<file path="config.mk">
export PLATFORM = sky130hd
export DESIGN_NAME = stepper_microstep_sequencer
export DESIGN_NICKNAME = d
export VERILOG_FILES = /design/src/rtl/sms_pkg.sv /design/src/rtl/stepper_microstep_sequencer.sv
export SDC_FILE = /design/constraint.sdc
export NUM_CORES = 1
export LEC_CHECK = 0
export BUFFER_PORTS_ARGS = -buffer_cell sky130_fd_sc_hd__clkbuf_2
export CAP_MARGIN = 20
export CORE_MARGIN = 2
export CORE_UTILIZATION = 35
export CTS_CLUSTER_DIAMETER = 30
export DETAILED_ROUTE_END_ITERATION = 8
export PLACE_DENSITY = 0.57
export SKIP_LAST_GASP = 1
export SLEW_MARGIN = 20
export SYNTH_ARGS = -nofsm -noshare
export SYNTH_HDL_FRONTEND = slang
export SYNTH_SLANG_ARGS = --single-unit
</file>
<file path="constraint.sdc">
create_clock -name clk_i -period 6.9 [get_ports clk_i]
set_clock_uncertainty 0.15 [all_clocks]
set_input_delay 1.035 -clock clk_i [delete_from_list [all_inputs] [get_ports clk_i]]
set_output_delay 1.035 -clock clk_i [all_outputs]
set_load 0.05 [all_outputs]
</file>
<file path="src/rtl/sms_pkg.sv">
// Shared constants, types and duty table helper for the stepper microstep sequencer.
`default_nettype none

package sms_pkg;

  // Default PWM full scale
  localparam int unsigned DUTY_FULL_SCALE = 1023;

  // Electrical slot range: 0..90 degrees in 5 degree slots
  localparam int unsigned SLOT_COUNT = 19;
  localparam logic [4:0]  SLOT_TOP   = 5'd18;
  localparam logic [4:0]  SLOT_ONE   = 5'd1;
  localparam logic [4:0]  SLOT_LAST  = 5'd17;

  // Duty saturation and cosine table scale (1e-14 units)
  localparam logic [9:0]        DUTY_MAX  = 10'd1023;
  localparam longint unsigned   TABLE_ONE = 64'd100000000000000;

  // Request kind carried in tuser
  typedef enum logic {
    FUNC_LOAD = 1'b0,
    FUNC_TICK = 1'b1
  } func_e;

  // cos(5k degrees), truncated toward zero, in 1e-14 units
  localparam longint unsigned COS_TAB [SLOT_COUNT] = '{
    64'd100000000000000, 64'd99619469809174, 64'd98480775301220,
    64'd96592582628906,  64'd93969262078590, 64'd90630778703664,
    64'd86602540378443,  64'd81915204428899, 64'd76604444311897,
    64'd70710678118654,  64'd64278760968653, 64'd57357643635104,
    64'd50000000000000,  64'd42261826174069, 64'd34202014332566,
    64'd25881904510252,  64'd17364817766693, 64'd8715574274765,
    64'd0
  };

  // Duty for one slot at full scale f (low 16 bits of f used), saturated; evaluated at elaboration
  function automatic logic [9:0] duty_of(input int unsigned f, input logic [4:0] k);
    longint unsigned prod;
    prod = 64'(f & 32'h0000_FFFF) * COS_TAB[k];
    prod = prod / TABLE_ONE;
    return (prod > 64'(DUTY_MAX)) ? DUTY_MAX : prod[9:0];
  endfunction

endpackage

`default_nettype wire

</file>
<file path="src/rtl/stepper_microstep_sequencer.sv">
// Pipeline: an accepted request is held in the input register, then goes through
// one pass of logic into the result register.
// Throughput: one request per cycle; a stalled sink blocks new requests once
// both the input register and the result register hold a request.
// Reset: asynchronous active-low; clears angle, phase, position, step count,
// direction and both valid flags.
`default_nettype none

module stepper_microstep_sequencer #(
  parameter int unsigned DUTY_FULL_SCALE = sms_pkg::DUTY_FULL_SCALE
) (
  input  wire logic        clk_i,
  input  wire logic        rst_ni,
  input  wire logic        s_axis_tvalid,
  output logic             s_axis_tready,
  input  wire logic [15:0] s_axis_tdata,   // [15:0] target_angle
  input  wire logic [0:0]  s_axis_tuser,   // [0] func
  output logic             m_axis_tvalid,
  input  wire logic        m_axis_tready,
  output logic [31:0]      m_axis_tdata    // [0] step_valid, [2:1] phase,
                                           // [3] phase_changed, [13:4] duty_a,
                                           // [23:14] duty_b, [24] move_done, [31:25] 0
);

  // Duty table built at elaboration for the chosen full scale
  logic [9:0] duty_rom [sms_pkg::SLOT_COUNT];
  for (genvar k = 0; k < sms_pkg::SLOT_COUNT; k++) begin : g_rom
    assign duty_rom[k] = sms_pkg::duty_of(DUTY_FULL_SCALE, 5'(k));
  end

  // Input stage
  logic                 s0_valid_q;
  sms_pkg::func_e       s0_func_q;
  logic signed [15:0]   s0_angle_q;

  // Block state
  logic signed [15:0]   angle_q, angle_d;
  logic [1:0]           phase_q, phase_d;
  logic [4:0]           elec_q, elec_d;
  logic [16:0]          steps_q, steps_d;
  logic                 rev_q, rev_d;

  // Result register
  logic                 out_valid_q;
  logic [31:0]          out_data_q, out_data_d;

  logic advance;
  logic fire;

  assign advance       = !out_valid_q || m_axis_tready;
  assign fire          = s0_valid_q && advance;
  assign s_axis_tready = !s0_valid_q || advance;
  assign m_axis_tvalid = out_valid_q;
  assign m_axis_tdata  = out_data_q;

  // Capture the request
  always_ff @(posedge clk_i or negedge rst_ni) begin
    if (!rst_ni) begin
      s0_valid_q <= 1'b0;
    end else if (s_axis_tready) begin
      s0_valid_q <= s_axis_tvalid;
    end
  end

  always_ff @(posedge clk_i) begin
    if (s_axis_tvalid && s_axis_tready) begin
      s0_func_q  <= sms_pkg::func_e'(s_axis_tuser[0]);
      s0_angle_q <= s_axis_tdata;
    end
  end

  // Compute next state and the result for the request in the input stage
  logic signed [16:0] delta;
  logic [16:0]        mag;
  logic               wrap;
  logic [4:0]         idx_nxt;
  logic               step_valid;
  logic               changed;
  logic               done;
  logic [9:0]         duty_a;
  logic [9:0]         duty_b;

  always_comb begin
    angle_d    = angle_q;
    phase_d    = phase_q;
    elec_d     = elec_q;
    steps_d    = steps_q;
    rev_d      = rev_q;
    step_valid = 1'b0;
    changed    = 1'b0;
    done       = 1'b0;
    duty_a     = '0;
    duty_b     = '0;
    delta      = 17'(s0_angle_q) - 17'(angle_q);
    mag        = delta[16] ? 17'(-delta) : 17'(delta);
    wrap       = rev_q ? (elec_q == 5'd0) : (elec_q == sms_pkg::SLOT_TOP);
    if (rev_q) begin
      idx_nxt = wrap ? sms_pkg::SLOT_LAST : elec_q - 5'd1;
    end else begin
      idx_nxt = wrap ? sms_pkg::SLOT_ONE : elec_q + 5'd1;
    end

    case (s0_func_q)
      sms_pkg::FUNC_LOAD: begin
        // Arm a new move from the stored angle
        rev_d   = delta[16];
        steps_d = mag + 17'd1;
        elec_d  = 5'd0;
        angle_d = s0_angle_q;
      end
      sms_pkg::FUNC_TICK: begin
        if (steps_q == '0) begin
          done = 1'b1;
        end else begin
          // Issue one microstep
          elec_d     = idx_nxt;
          changed    = wrap;
          if (wrap) begin
            phase_d = rev_q ? phase_q - 2'd1 : phase_q + 2'd1;
          end
          duty_a     = duty_rom[idx_nxt];
          duty_b     = duty_rom[sms_pkg::SLOT_TOP - idx_nxt];
          step_valid = 1'b1;
          steps_d    = steps_q - 17'd1;
          done       = (steps_q == 17'd1);
        end
      end
      default: begin
        done = 1'b0;
      end
    endcase

    out_data_d = {7'd0, done, duty_b, duty_a, changed, phase_d, step_valid};
  end

  // Update state when the request moves into the result register
  always_ff @(posedge clk_i or negedge rst_ni) begin
    if (!rst_ni) begin
      angle_q <= '0;
      phase_q <= '0;
      elec_q  <= '0;
      steps_q <= '0;
      rev_q   <= 1'b0;
    end else if (fire) begin
      angle_q <= angle_d;
      phase_q <= phase_d;
      elec_q  <= elec_d;
      steps_q <= steps_d;
      rev_q   <= rev_d;
    end
  end

  // Hold the result until the sink takes it
  always_ff @(posedge clk_i or negedge rst_ni) begin
    if (!rst_ni) begin
      out_valid_q <= 1'b0;
    end else if (advance) begin
      out_valid_q <= s0_valid_q;
    end
  end

  always_ff @(posedge clk_i) begin
    if (fire) begin
      out_data_q <= out_data_d;
    end
  end

endmodule

`default_nettype wire

</file>
==> metrics, run 1 <==
status=completed; TritonCTS clock tree=yes; # fillers=approximately 1700; Post-CTS Setup Repair Bufs=0; Synth Flop Type=dfrtp_1; total CTS buffers=9; Post-Synthesis Cells=694; Die H=about 140 um; RSZ-0062 raised after global routing=no; critical path class=reg -> reg; post-synthesis mux area share=1.493%; Skew-Pair Late Insertion Delay=0.35 ns; via count=5086; clk slew on worst S/H paths=0.06 ns; CTS max path bufs=2; Routed Antenna Nets=0; Final period util=65.58%; Port Buffer Count=47; Initial Util=35.63%; Initial DRC Count=308; num rows=48; share of cells above drive strength 1=11.96%; Ys Warns=0; register area share after synthesis=38.19%; area of the multi-input gates=3521 um^2; Sink Count=85; main combinational cell family by area after synthesis=compound AO/OA/AOI/OAI gates; Critical Path RT=6.99 ns; Worst Tran Pin Value=0.9200 ns; WL/cell=roughly 14 um; vias per std cell=5.292; syn_area_per_cell=8.818 um^2; f_max=roughly 220 MHz; maximum vdd drop=0.0002949 V; Compound-Gate Fraction of Synth Area=20.65%; slew margin rel.=38.44%; setup TNS=0 ns; Synth cell types=75; Final Hold Viols=0; Async S/R FF share, synth=50.59%; Synth Area in XOR/XNOR=7.463%; post_cts resized=0; Max Cap Violations=0; DR DRC count=0; Synth top area share=20.61%; gpl congestion=0.8596; Ports=55; Crit Path Max Fanout=14; area leader, netlist=edfxtp_1; clk root buf=clkbuf_16; die area=18560 um^2; H-tree depth=3; total grt overflow=0; Final Worst Setup Slack=2.375 ns; PwrDens=537.4 nW/um^2; gr usage total=14.91%; final hold slack=roughly 0.33 ns; Die X=136.2 um; storage element area=2337 um^2; area grow syn2layout=11.80%; Critical Path Sink Type=register; largest net degree at the start of global routing=46; final core occ=39.83%; Setup-failing EPs final=0; crit path DAT=between 4 and 5 ns; synth top area cells=edfxtp_1 (21%), dfrtp_1 (18%), ha_1 (6.5%), nand2_1 (5.3%), o21ai_0 (4.7%); Period minus WS final=4.525 ns; Post-Synth Simple-Gate Area=20.51%; wirelength, routed=13.15 mm; post-synthesis adder-cell area fraction=6.870%; dpl ws=2.381 ns; power consumption=3.677 mW; first-pass iteration count of the detailed router=6; core area=17180 um^2; post-detail-place hpwl=9.571 mm; antenna violations before repair=0; EDFF count, synth=42; number of global-route vias before repair=4842; Final Net Count=between 700 and 800; Ant. Diodes=0; cell area after synthesis=roughly 6000 um^2; CTS Hold Bufs=0; flops & latches, synth=85; first-pass GRT wire length=around 23 mm; Final Max Slew Viols=0; Pleak=2.803 nW; Worst Setup Start Kind=register; HP Class=reg -> reg
[path summary, 6_finish.rpt]
kind / slack [ns] / startpoint / depth (start not counted) / end
max: 2.38 / angle_q[0] / 15 / steps_q[10]
min: 0.33 / s0_angle_q[4] / 2 / angle_q[4]
max reg2reg: 2.38 / angle_q[0] / 15 / steps_q[10]
min reg2reg: 0.33 / s0_angle_q[4] / 2 / angle_q[4]
max in group asynchronous: 5.57 / rst_ni / 2 / angle_q[13]
min in group asynchronous: 0.60 / rst_ni / 2 / angle_q[11]
[flip-flops by register name, indices dropped and copies added (netlist names)]
name           cells
m_axis_tdata      25
s0_func_q          1
angle_q           16
m_axis_tvalid      1
elec_q             5
s0_valid_q         1
phase_q            2
s0_angle_q        16
steps_q           17
rev_q              1
[layer usage]
metal	vias to the layer above	GRT usage, %	routed length [um]
met5	-	0	0
met4	0	6.134	306
met3	21	3.281	525
met2	132	25.24	6289
met1	2358	18.34	6028
li1	2575	-	-
[cell usage in the layout, fill, tap and decap left out, types with 27 or more instances in the layout]
cell	instances
xnor2_1	27
dfrtp_1	43
clkbuf_2	47
edfxtp_1	42
o21ai_0	58
inv_1	33
nand2_1	87
nor2_1	60
a21oi_1	46
ha_1	32
[worst max-delay path: stages, from the launching register on]
cell and delay (ns):
dfrtp_1 0.38, ha_1 0.22, fa_1 0.44, nand2b_1 0.19
a21oi_1 0.35, a21oi_1 0.17, a211oi_2 0.77, nor2_1 0.07
a21oi_1 0.17, ha_1 0.19, inv_1 0.06, a211oi_1 0.34
o211ai_2 0.25, a21oi_1 0.19, and4b_1 0.20, nor4_1 0.26
[metrics by stage]
stage / cell area, um^2 / cells
floorplan: 6142 / 700
global placement: 6559 / 945
detailed placement: 6559 / 945
CTS: 6842 / 961
global route: 6842 / 961
finish: 6842 / 961
[report_power, final]
group | switching [mW] | total [mW] | leakage [nW] | internal, mW
Sequential | 0.111 | 0.858 | 0.931 | 0.747
Clock | 0.208 | 0.464 | 0.144 | 0.257
Combinational | 1.53 | 2.35 | 1.73 | 0.829
Total | 1.84 | 3.68 | 2.80 | 1.83
[kinds of logic after synthesis]
family | Yosys count
simple gates | 256
compound gates | 193
flops | 85
buf+inv | 69
xor+xnor | 48
fa+ha+maj | 33
mux | 9
other cells | 1
[area by class of cell]
class                           count  area share [%]
Multi-Input combinational cell    546           51.46
Sequential cell                    85           34.16
Timing Repair Buffer               54           4.206
Tap cell                          225           4.115
Clock buffer                       10           3.493
Inverter                           35           1.920
Clock inverter                      6          0.6401
[synth_stat cells (3+ instances only)]
library cell   n
o2111ai_1      3
nor2_1        61
buf_2          5
mux2i_1        8
and3_1         6
or2_2          3
o22ai_1        6
buf_4          7
xor2_1        18
dfrtp_1       43
nand3b_1       4
ha_1          32
xnor2_1       27
nor4_1         6
nand2b_1       9
clkbuf_1      22
inv_1         33
nor3_1        19
a221o_1        3
and4_1         3
o21ai_0       58
nand3_1       17
a311oi_1       4
nor2b_1        8
nand2_1       87
edfxtp_1      42
and2_1        10
a21oi_1       46
or3_1         10
a22oi_1        3
a211oi_1       8
a221oi_1       4
o21ai_1        7
o31ai_1        4
a31oi_1        7
o211ai_1       7
a21o_1         9
Note: power is estimated with default switching activity, not from simulation.
==> run 2, diff against run 1 <==
Clock period 6.9 ns to 4.3 ns, I/O delays scaled along.
==> metrics, run 2 (synthesis results as in run 1) <==
max reg flops=25; Ant. Diodes=0; H-tree depth=3; power consumption=6.050 mW; NetSw=2.989 mW; Initial DRC Count=260; antenna violations before repair=0; Worst Setup Start Kind=register; Routed Antenna Nets=0; Crit Path Max Fanout=6; PwrDens=865.1 nW/um^2; Cell Chain, Critical Path=ha_1 > and2_1 > a221o_1 > or3_4 > a2111oi_4 > nor4b_4 > a31oi_1 > xnor2_2 > nand4b_1 > and3_1 > or3_1; switch share=between 40% and 50%; gr usage total=14.89%; area grow syn2layout=14.27%; clk root buf=clkbuf_16; DR DRC count=0; Worst Tran Pin Value=0.8100 ns; gpl congestion=0.9026; slew margin rel.=46.00%; crit path DAT=just over 4 ns; most common cell after layout, fill and taps aside=nand2_1; total CTS buffers=9; f_max=248.0 MHz; first-pass iteration count of the detailed router=5; clk slew on worst S/H paths=roughly 0.080 ns; Final Net Count=around 800; Pleak=2.891 nW; first-pass GRT wire length=about 22 mm; RSZ-0062 raised after global routing=no; wirelength, routed=~13 mm; Reg power frac=between 20 and 25%; P_int=3.060 mW; Die X=about 140 um; GRT met1 Usage=18.00%; Comb power frac=63.9%; Ports=55; Critical Path RT=4.39 ns; WL/cell=13.59 um; Port Buffer Count=47; Initial Util=between 30% and 40%; status=completed; final core occ=40.71%; Final Hold Viols=0; die area=18560 um^2; most frequent cells in the layout=nand2_1 (87), nor2_1 (60), o21ai_0 (58), clkbuf_2 (47), a21oi_1 (46); Clock power frac=13.4%; CTS Hold Bufs=0; finished layout cell area=6993 um^2; largest net degree at the start of global routing=44; CP peak stage delay=0.42 ns; Skew-Pair Late Insertion Delay=roughly 0.36 ns; post-detail-place hpwl=roughly 10 mm; TritonCTS clock tree=yes; Buf+Inv Stages, Crit Path=0; critical path class=reg -> reg; vias per std cell=5.231; Most Crowded Layer GR=met2; final hold slack=0.1930 ns; Critical-path top delay cell=or3_4; maximum vdd drop=0.0004693 V; Critical Path Sink Type=register; Max Cap Violations=0; Placed Instance Area=6656 um^2; Sink Count=85; core area=17180 um^2; Final period util=93.78%; setup TNS=0 ns; cell family with most CP delay=simple AND/OR/NAND/NOR gates; CTS max path bufs=2; HP Class=in -> async; number of global-route vias before repair=4873; M3 GR Usage=3.244%; Period minus WS final=4.033 ns; via count=between 5000 and 6000; num rows=48; GR met2 Demand/Resource=~26%; total grt overflow=0; Setup-failing EPs final=0; share of cells above drive strength 1=13.83%; Die H=between 100 and 150 um; Final Max Slew Viols=0
[run 2: layer usage]
| metal | vias to the layer above | part of all wire, % |
|---|---|---|
| met5 | - | 0 |
| met4 | 0 | 2.0 |
| met3 | 26 | 4.2 |
| met2 | 138 | 49 |
| met1 | 2344 | 45 |
| li1 | 2603 | - |
[run 2: final cells by class]
type	instances	area, um^2
multi-input cells	546	3527
repair buffers	70	407.9
inverters	35	131.4
flip-flops and latches	85	2337
fillers	1737	10180
well taps	225	281.5
clock inverters	6	57.56
clock buffers	10	250.2
[run 2: path summary, 6_finish.rpt]
| kind | start | endpoint | slack [ns] | cells past startpoint |
|---|---|---|---|---|
| max | s0_angle_q[3] | steps_q[15] | 0.27 | 11 |
| min | rst_ni | angle_q[15] | 0.19 | 2 |
| max reg2reg | s0_angle_q[3] | steps_q[15] | 0.27 | 11 |
| min reg2reg | s0_valid_q | m_axis_tvalid | 0.35 | 1 |
| max in group asynchronous | rst_ni | steps_q[14] | 3.39 | 2 |
| min in group clk_i | s_axis_tdata[15] | s0_angle_q[15] | 0.31 | 1 |
[run 2: what timing repair did]
item                                    CTS  global route
gates resized for setup                   0             1
endpoints found under the setup margin    0             4
setup buffers                             0             3
[run 2: power groups by stage]
stage	Clock (mW)	Combinational, mW	Sequential, mW
floorplan	0	2.70	1.69
global placement	0	3.76	1.38
detailed placement	0	3.79	1.39
CTS	0.838	3.82	1.38
global route	0.867	4.30	1.41
finish	0.810	3.86	1.38
[run 2: metrics by stage]
step                instances  worst slack [ns]
finish                    977            0.2674
global route              977           0.01811
CTS                       974            0.1839
detailed placement        958            0.2019
global placement          958            0.2703
floorplan                 700           0.03875
==> run 3, diff against run 2 <==
--- a/config.mk
+++ b/config.mk
@@ -9,2 +9,4 @@
 export CAP_MARGIN = 20
+export CELL_PAD_IN_SITES_DETAIL_PLACEMENT = 0
+export CELL_PAD_IN_SITES_GLOBAL_PLACEMENT = 1
 export CORE_MARGIN = 2
@@ -13,3 +15,3 @@
 export DETAILED_ROUTE_END_ITERATION = 8
-export PLACE_DENSITY = 0.57
+export PLACE_DENSITY = 0.69
 export SKIP_LAST_GASP = 1
--- a/constraint.sdc
+++ b/constraint.sdc
@@ -4,2 +4,2 @@
 set_output_delay 0.645 -clock clk_i [all_outputs]
-set_load 0.05 [all_outputs]
+set_load 0.01 [all_outputs]
==> metrics, run 3 (synthesis results as in run 1) <==
NetSw=roughly 2.7 mW; Die X=between 100 and 150 um; Die H=136.2 um; Pleak=2.913 nW; Final period util=94.05%; setup TNS=0 ns; Period minus WS final=4.044 ns; Clock power frac=15.7%; Reg power frac=a little under a quarter; P_int=3.258 mW; Critical Path Sink Type=register; share of cells above drive strength 1=14.21%; max reg flops=25; wire length on met3=502 um; largest net degree at the start of global routing=46; CTS max path bufs=2; Final Hold Viols=0; # fillers=1723; maximum vdd drop=around 0.00042 V; Sink Count=85; power consumption=approximately 6 mW; Initial Util=a little over a third; status=completed; area of the multi-input gates=between 3000 and 4000 um^2; switch share=44.99%; Ant. Diodes=0; Setup-failing EPs final=0; clk root buf=clkbuf_16; dpl ws=0.1279 ns; gpl congestion=about 0.85; Skew-Pair Late Insertion Delay=0.34 ns; met2 WL=6.540 mm; first-pass GRT wire length=23.15 mm; Non-Filler Instances=978; f_max=247.3 MHz; number of global-route vias before repair=between 4000 and 5000; Worst Tran Pin Value=between 0.8 and 0.9 ns; Ports=55; total CTS buffers=9; final hold slack=0.2186 ns; num rows=48; Final Worst Setup Slack=~0.26 ns; HP Class=in -> async; DR top layer=met4; area grow syn2layout=15.42%; crit path DAT=a little over 4 ns; Crit Path Max Fanout=6; core area=~17000 um^2; RSZ-0062 raised after global routing=no; first-pass iteration count of the detailed router=4; Max Cap Violations=0; Routed Antenna Nets=0; cell family with most CP delay=simple AND/OR/NAND/NOR gates; critical path class=reg -> reg; vias per std cell=5.254; Port Buffer Count=between 40 and 50; clk slew on worst S/H paths=around 0.06 ns; Buf+Inv Stages, Crit Path=1; Initial DRC Count=approximately 230; Final Max Slew Viols=0; Cell Chain, Critical Path=ha_1 > and2_1 > a221o_1 > or3_4 > a2111o_1 > nor4_4 > buf_4 > a31oi_1 > xor2_1 > nand4b_1 > and3_1 > or3_1; post-detail-place hpwl=about 10 mm; most frequent cells in the layout=nand2_1 (87), nor2_1 (60), o21ai_0 (58), clkbuf_2 (47), a21oi_1 (46); slew margin rel.=44.09%; Worst Setup Start Kind=register; CP peak stage delay=0.46 ns; WL/cell=between 10 and 15 um; gr usage total=15.56%; die area=18560 um^2; CTS Hold Bufs=0; storage element area=around 2300 um^2; most common cell after layout, fill and taps aside=nand2_1; TritonCTS clock tree=yes; Critical-path top delay cell=a2111o_1; Critical Path RT=4.37 ns; Comb power frac=about three fifths; antenna violations before repair=0; via count=5138; Met1 Routed Length=about 6.3 mm; Final Net Count=802; wirelength, routed=13.61 mm; DR DRC count=0; total grt overflow=0; placed cells=958; PwrDens=838.5 nW/um^2; H-tree depth=3
## run 3: cell count changes in the layout (fill, tap and decap cells not counted), sizes merged
cell / previous run / this run
clkinvlp: 0 / 1
clkbuf: 57 / 58
bufinv: 0 / 3
inv: 40 / 34
buf: 23 / 24
clkinv: 1 / 2
## run 3: power groups by stage
| stage | clock network [mW] | registers, mW | logic, mW |
|---|---|---|---|
| 2_1_floorplan | 0 | 1.39 | 2.69 |
| 3_3_place_gp | 0 | 1.39 | 3.52 |
| 3_5_place_dp | 0 | 1.40 | 3.56 |
| 4_1_cts | 0.966 | 1.38 | 3.58 |
| 5_1_grt | 0.996 | 1.42 | 4.06 |
| 6_report | 0.931 | 1.38 | 3.61 |
## run 3: stage by stage
step           utilization [%]  cell area, um^2
5_1_grt                  41.12             7063
3_5_place_dp             38.75             6656
2_1_floorplan                -             6143
6_report                 41.12             7063
3_3_place_gp             38.75             6656
4_1_cts                  40.84             7015
## run 3: what timing repair did
item	in CTS	in global routing
resized for setup	0	3
endpoints found under the setup margin	0	3
buffers inserted	0	4
## run 3: metal layers
metal,track usage (%),up-vias
met4,7.697,0
li1,-,2612
met5,0,-
met2,26.35,111
met3,2.312,21
met1,19.33,2394
## run 3: layout make-up
cell class	count	area share, %
tap	225	3.986
clock inverter	5	1.506
clock buffer	11	3.578
multi-input combinational	546	50.10
inverter	35	1.860
sequential	85	33.09
timing repair buffer	71	5.881
## run 3: final timing paths
kind                                       start              to  slack (ns)  depth (start not counted)
worst min-delay path                      rst_ni     angle_q[15]        0.22                          2
worst max-delay path               s0_angle_q[4]     steps_q[15]        0.26                         12
worst max register to register     s0_angle_q[4]     steps_q[15]        0.26                         12
worst min register to register        phase_q[1]      phase_q[1]        0.34                          1
min in group clk_i              s_axis_tdata[14]  s0_angle_q[14]        0.32                          1
max in group asynchronous                 rst_ni      angle_q[0]        3.36                          2
